==> config.mk <==
export PLATFORM = sky130hd
export DESIGN_NAME = cdfis_front
export DESIGN_NICKNAME = d
export VERILOG_FILES = /design/src/rtl/cdfis_pkg.sv /design/src/rtl/cdfis_front.sv
export SDC_FILE = /design/constraint.sdc
export NUM_CORES = 1
export LEC_CHECK = 0
export BUFFER_PORTS_ARGS = -buffer_cell sky130_fd_sc_hd__buf_2
export CORE_MARGIN = 4
export CORE_UTILIZATION = 52
export DETAILED_ROUTE_END_ITERATION = 7
export MAX_ROUTING_LAYER = met4
export PLACE_DENSITY = 0.83
export SLEW_MARGIN = 25
export SYNTH_ARGS = -nofsm -noshare
export SYNTH_HDL_FRONTEND = slang
export SYNTH_SLANG_ARGS = --single-unit
==> constraint.sdc <==
create_clock -name i_clk -period 4.9 [get_ports i_clk]
set_input_delay 0.245 -clock i_clk [delete_from_list [all_inputs] [get_ports i_clk]]
set_output_delay 0.245 -clock i_clk [all_outputs]
set_load 0.01 [all_outputs]
==> src/rtl/cdfis_pkg.sv <==
// Shared types and constants for the CDF table inverse sampler.
`default_nettype none

package cdfis_pkg;

    // Defaults for the top-level parameters
    localparam int TABLE_DEPTH_DEF  = 1024;
    localparam int WEIGHT_BITS_DEF  = 16;
    localparam int UNIFORM_BITS_DEF = 16;

    // Fixed field widths
    localparam int VALUE_W  = 32;
    localparam int FUNC_W   = 2;
    localparam int STATUS_W = 2;

    // Command queue between front and back
    localparam int QUEUE_DEPTH = 2;
    localparam int QPTR_W      = 1;
    localparam int QCNT_W      = 2;

    // Operation codes carried on the input beat
    typedef enum logic [FUNC_W-1:0] {
        FN_CLEAR  = 2'd0,
        FN_APPEND = 2'd1,
        FN_SAMPLE = 2'd2,
        FN_UNUSED = 2'd3
    } t_func;

    // Result status codes
    typedef enum logic [STATUS_W-1:0] {
        ST_OK    = 2'd0,
        ST_EMPTY = 2'd1,
        ST_FULL  = 2'd2
    } t_status;

    // Classified command handed from front to back
    typedef enum logic [1:0] {
        K_CLEAR,
        K_APPEND,
        K_SAMPLE,
        K_NOP
    } t_kind;

    // Back-end sequencer states
    typedef enum logic [2:0] {
        BS_IDLE,
        BS_SCALE,
        BS_PROBE,
        BS_COMPARE,
        BS_DONE
    } t_bstate;

endpackage

`default_nettype wire

==> src/rtl/cdfis_front.sv <==
// Front end: accepts input beats, classifies them and queues them for the back end.
`default_nettype none

module cdfis_front #(
    parameter int WEIGHT_BITS  = cdfis_pkg::WEIGHT_BITS_DEF,
    parameter int UNIFORM_BITS = cdfis_pkg::UNIFORM_BITS_DEF
) (
    input  logic                          i_clk,
    input  logic                          i_rst_n,
    // input channel
    input  logic                          i_in_valid,
    output logic                          o_in_stall,
    input  logic [cdfis_pkg::FUNC_W-1:0]  i_func,
    input  logic [cdfis_pkg::VALUE_W-1:0] i_point_value,
    input  logic [WEIGHT_BITS-1:0]        i_weight,
    input  logic [UNIFORM_BITS-1:0]       i_uniform,
    // queue head towards the back end
    output logic                          o_q_valid,
    input  logic                          i_q_pop,
    output cdfis_pkg::t_kind              o_q_kind,
    output logic [cdfis_pkg::VALUE_W-1:0] o_q_value,
    output logic [WEIGHT_BITS-1:0]        o_q_weight,
    output logic [UNIFORM_BITS-1:0]       o_q_uniform
);
    import cdfis_pkg::*;

    t_kind                   kind;
    logic                    push;
    logic                    pop;
    logic [QPTR_W-1:0]       r_wr_ptr;
    logic [QPTR_W-1:0]       r_rd_ptr;
    logic [QCNT_W-1:0]       r_count;
    logic [QCNT_W-1:0]       n_count;
    t_kind                   r_q_kind    [QUEUE_DEPTH];
    logic [VALUE_W-1:0]      r_q_value   [QUEUE_DEPTH];
    logic [WEIGHT_BITS-1:0]  r_q_weight  [QUEUE_DEPTH];
    logic [UNIFORM_BITS-1:0] r_q_uniform [QUEUE_DEPTH];

    // Classify the beat; a zero-weight append does nothing
    always_comb begin
        unique case (t_func'(i_func))
            FN_CLEAR:  kind = K_CLEAR;
            FN_APPEND: kind = (i_weight == '0) ? K_NOP : K_APPEND;
            FN_SAMPLE: kind = K_SAMPLE;
            default:   kind = K_NOP;
        endcase
    end

    // Queue handshake
    assign o_in_stall = (r_count == QCNT_W'(QUEUE_DEPTH));
    assign push       = i_in_valid && !o_in_stall;
    assign o_q_valid  = (r_count != '0);
    assign pop        = i_q_pop && o_q_valid;

    always_comb begin
        n_count = r_count;
        if (push && !pop) begin
            n_count = r_count + QCNT_W'(1);
        end else if (pop && !push) begin
            n_count = r_count - QCNT_W'(1);
        end
    end

    // Pointers and fill level
    always_ff @(posedge i_clk) begin
        if (!i_rst_n) begin
            r_wr_ptr <= '0;
            r_rd_ptr <= '0;
            r_count  <= '0;
        end else begin
            r_count <= n_count;
            if (push) begin
                r_wr_ptr <= r_wr_ptr + QPTR_W'(1);
            end
            if (pop) begin
                r_rd_ptr <= r_rd_ptr + QPTR_W'(1);
            end
        end
    end

    // Queue storage
    always_ff @(posedge i_clk) begin
        if (push) begin
            r_q_kind[r_wr_ptr]    <= kind;
            r_q_value[r_wr_ptr]   <= i_point_value;
            r_q_weight[r_wr_ptr]  <= i_weight;
            r_q_uniform[r_wr_ptr] <= i_uniform;
        end
    end

    assign o_q_kind    = r_q_kind[r_rd_ptr];
    assign o_q_value   = r_q_value[r_rd_ptr];
    assign o_q_weight  = r_q_weight[r_rd_ptr];
    assign o_q_uniform = r_q_uniform[r_rd_ptr];

endmodule

`default_nettype wire

# --- After elaboration in Yosys (flattened, before gate mapping) ---
# Memory sizes are Yosys's and may differ from the RTL's. A register that Yosys moved wholly into a read port is not among the register bits.
# Index checks and enable logic that the tools add are counted.
op_classes:
  n_reduce_logical: 11
  n_addsub: 4
  mux: 14
  n_eq_ne: 3
op_table:
  columns: ["op", "count"]
  rows:
  - ["16-bit logical NOT", 1]
  - ["1-bit 2-to-1 mux", 10]
  - ["2-bit 2-to-1 mux", 3]
  - ["2-bit case mux with 3 select lines", 1]
  - ["2-bit == test, second input constant", 2]
  - ["1-bit logical AND", 4]
  - ["2-bit nonzero test", 2]
  - ["1-bit logical NOT", 3]
  - ["1-bit adder, second input constant", 2]
  - ["2-bit by 1-bit adder with 2-bit output, second input constant", 1]
  - ["2-bit by 1-bit == test with 1-bit output, second input constant", 1]
  - ["2-bit logical NOT", 1]
  - ["2-bit by 1-bit subtractor with 2-bit output, second input constant", 1]
totals:
  word_cells: 39
  output_inout_bits: 68
  in_bits: 70
  ff_bits: 4
  mem_count: 4
  mem_bits_rw: 132
memory_table:
  columns: ["memory", "words", "word_bits", "rd", "rd_ports_with_merged_regs", "wr", "line", "source"]
  rows:
  - ["r_q_value", 2, 32, 1, 1, 1, "cdfis_front.sv:35", "logic [VALUE_W-1:0] r_q_value [QUEUE_DEPTH];"]
  - ["r_q_uniform", 2, 16, 1, 1, 1, "cdfis_front.sv:37", "logic [UNIFORM_BITS-1:0] r_q_uniform [QUEUE_DEPTH];"]
  - ["r_q_weight", 2, 16, 1, 1, 1, "cdfis_front.sv:36", "logic [WEIGHT_BITS-1:0] r_q_weight [QUEUE_DEPTH];"]
  - ["r_q_kind", 2, 2, 1, 1, 1, "cdfis_front.sv:34", "t_kind r_q_kind [QUEUE_DEPTH];"]

# --- Depth between registers and ports, before layout ---
logic_depth:
  ltp_word: 7
  depth_mapped: 7
  mapped_depth_nobuf: 7

# --- Worst setup path after synthesis ---
# OpenSTA, ideal clock, no wires.
synth_timing:
  path_kind: "reg-to-reg"
  startpoint: "register r_count[0]"
  endpoint: "memory r_q_kind[0][0] (netlist bit), enable pin"
  setup_ps: 480
  t_arrival_ps: 3179
  synth_period_minus_slack_ps: 3659
  required_time_ps: 4420
  stages_incl_launch_ff: 4
  n_path_buf: 0
  slack_ps: 1241
  path_cell_list: "dfxtp_1 > nand2b_1 > inv_1 > nor3_2"
synth_via:
  elab_chain_len: 5
synth_lines:
  columns: ["element", "line", "source"]
  rows:
  - ["from (decl)", "cdfis_front.sv:32", "logic [QCNT_W-1:0] r_count;"]
  - ["from (signal assigned)", "cdfis_front.sv:71", "r_count <= n_count;"]
  - ["2-bit == test", "cdfis_front.sv:50", "assign o_in_stall = (r_count == QCNT_W'(QUEUE_DEPTH));"]
  - ["net o_in_stall", "cdfis_front.sv:12", "output logic o_in_stall,"]
  - ["1-bit logical NOT", "cdfis_front.sv:51", "assign push = i_in_valid && !o_in_stall;"]
  - ["1-bit logical AND", "cdfis_front.sv:51", null]
  - ["1-bit 2-to-1 mux", "cdfis_front.sv:83", "if (push) begin"]
  - ["1-bit 2-to-1 mux (not written as such)", "cdfis_front.sv:84", "r_q_kind[r_wr_ptr] <= kind;"]
  - ["to (decl)", "cdfis_front.sv:34", null]
# The timed path passes the listed nets, and every way through them passes these cells.

==> results.yml <==
critical_path:
  startpoint_type: "flip-flop"
  r2r-start: "r_count[0]"
  worstPathArrival_ps: 2410
  critPathKind: "flip-flop to primary output"
  endpoint_kind: "primary output"
  cp.required_ps: 4660
  crit_fanout: 36
  cpPeakStageDelay_ps: 800
  slowest_stage: "dfxtp_2"
  cp_cell_sequence: "buf_4 > mux2_2 > buf_2"
timing:
  tightest_slew_ps: 721
  rsz0062_at_grt: "no"
  fin_crit_sh_pct: 54.2
  final_hold_viol_count: 0
  finalCriticalPeriod_ps: 2660
  tns_ps: 0
  max_slew_margin_pct: 51.9
  max_clock_freq_mhz: 376
  setup_viol_count_final: 0
  drv_slew: 0
  clock_skew_ps: 8.58
clock_tree:
  cts_root_buf: "clkbuf_8"
  clkSinkCount: 137
  ctsResizeCount: 0
  clock_latency_ps: 500
  path_clk_slew_ps: 60
  cts_setup_buffers: 0
  cts_tree: "yes"
  clock_path_buffers: 2
  cts_max_level: 4
  cts_made_buffers: 17
detailed_routing:
  firstDrtPassIters: 4
  routedWlPerCell_um: 17.6
  postRouteWirelength_um: 10500
  drtAntennaViolNets: 0
  viasPerCell: 4.93
  drc: 0
  drt-initial-drc-count: 145
  num_vias: 2946
placed_design:
  gp_congestion: 0.707
  hpwlAfterDp_um: 6220
  io_buffer_count: 137
  placed_cell_area_um2: 5870
final_layout:
  syn_to_final_growth_pct: 41.2
  fin_util_pct: 76.4
  drive_above_1_share_pct: 51.2
  diodes: 0
  n_fill_cell: 545
  fin_nets: 528
  postLayoutCellArea_um2: 7120
floorplanning:
  die_area_um2: 11300
  start_util_pct: 54.1
  rows: 35
  core_area_um2: 9330
  die_width_um: 107
  die_h_um: 107
  num_io_pins: 138
global_route:
  grt_pass1_vias: 3353
  grt_max_degree: 42
  grt_pass1_wl_um: 16600
  track_usage_pct: 19.9
  grt_overflow: 0
  antenna_found_initial: 0
job:
  cap_violations: 0
synth:
  avgSynthCellArea_um2: 21.1
  yosysSeqAreaShare_pct: 80.5
  syn_area_um2: 5050
  synth_cells: 239
  synth-main-ff-cell: "edfxtp_1"
  synth_warnings: 0
  syn_nets: 310
  synth-edff-count: 132
  ys_ff_latch: 137
  async_flop_share_pct: 0
  yosysUniqueCellTypes: 25
pwr:
  leakagePower_nw: 2.73
  p_total_mw: 3.62
  p_per_area_nw_per_um2: 508
  ir_drop_uv: 345
min_path:
  hold_start: "i_func[1]"
  min_path_type: "input port to flip-flop"
status:
  status: "finished, final reports clean"
-- registers in the layout, summed over array words and instances, names as in the netlist, named ones only --
signal,cells
r_q_value,64
r_q_uniform,32
r_q_weight,32
r_q_kind,4
r_count,2
r_rd_ptr,1
r_wr_ptr,1
-- layout make-up --
class / count / area (um^2) / share of cell area (%)
multi-input combinational: 91 / 913 / 12.8
clock buffer: 18 / 418 / 5.87
timing repair buffer: 207 / 1380 / 19.3
sequential: 137 / 4070 / 57.1
inverter: 3 / 11.3 / 0.158
clock inverter: 13 / 179 / 2.51
tap: 129 / 161 / 2.27
-- final timing paths --
| path | endpoint | slack [ps] | cells past startpoint |
|---|---|---|---|
| worst max-delay path | o_q_uniform[3] | 2240 | 3 |
| worst max register to register | r_q_value[1][17] | 2740 | 3 |
| worst min register to register | r_rd_ptr | 510 | 2 |
| worst min-delay path | r_q_kind[0][1] | 50 | 2 |
-- per-layer routing --
layer	vias up	global-route usage, %	wire length, um
li1	1381	-	-
met4	0	6.67	136
met5	-	-	0
met3	14	5.22	568
met1	1429	22.1	4180
met2	122	35.1	5640
-- worst max-delay path: cells and delay by family (launching register included) --
kind | cells | cell delay (ps)
buffers and inverters | 2 | 690
flip-flops | 1 | 800
multiplexers | 1 | 400
-- synth_stat cells (2+ instances only) --
cell / number / area (um^2)
nor4_1: 3 / 18.8
buf_2: 2 / 10.0
inv_1: 3 / 11.3
dfxtp_1: 5 / 100
o21ai_0: 2 / 10.0
nor2_1: 4 / 15.0
xor2_1: 3 / 26.3
edfxtp_1: 132 / 3960
buf_6: 4 / 45.0
mux2_2: 66 / 743
-- layout by cell type (no fill, tap or decap) --
cell           netlist  final
buf_2                2    137
edfxtp_1           132    132
mux2_2              66     66
dlygate4sd3_1        0     66
clkbuf_16            0     16
nor2_1               4      4
clkinv_2             0      4
bufinv_16            0      4
clkinv_4             0      4
buf_4                1      4
dfxtp_1              5      4
inv_1                3      3
nor4_1               3      3
xor2_1               3      3
o21ai_0              2      2
nand2b_1             1      1
and3_2               0      1
or2_2                1      1
nand3b_1             1      1
nor3_1               1      1
nand3_1              1      1
o21bai_1             1      1
nor3_4               0      1
a21boi_0             1      1
o21a_1               1      1
or3_1                1      1
a21oi_1              1      1
ha_1                 1      1
dfxtp_2              0      1
clkbuf_8             0      1
clkbuf_1             1      1
clkinv_1             0      1
-- power by group --
| group | internal (mW) | leakage (nW) | switching [mW] |
|---|---|---|---|
| Combinational | 0.396 | 1.16 | 0.408 |
| Sequential | 1.47 | 1.27 | 0.0764 |
| Clock | 0.820 | 0.296 | 0.448 |
| Total | 2.69 | 2.73 | 0.932 |
-- cell families after synthesis --
family | count (synthesis) | synth area share, %
AOI/OAI and AO/OA | 6 | 0.744
and+or+nand+nor | 15 | 1.71
adders and majority gates | 1 | 0.248
DFF | 137 | 80.5
buffers and inverters | 11 | 1.54
muxes | 66 | 14.7
xor gates and xnor gates | 3 | 0.521
-- timing repair --
action,4_1_cts,5_1_grt
endpoints found under the setup margin,0,0
hold endpoints to repair,131,0
hold buffers,66,0
-- metrics by stage --
step	setup slack [ps]	std cells	hold WS [ps]
final	2240	598	54.0
after global routing	2100	598	43.2
after CTS	2190	598	30.7
after detailed placement	2720	501	436
after global placement	2740	501	433
after floorplan	1240	239	344
Note: power is estimated with default switching activity, not from simulation.
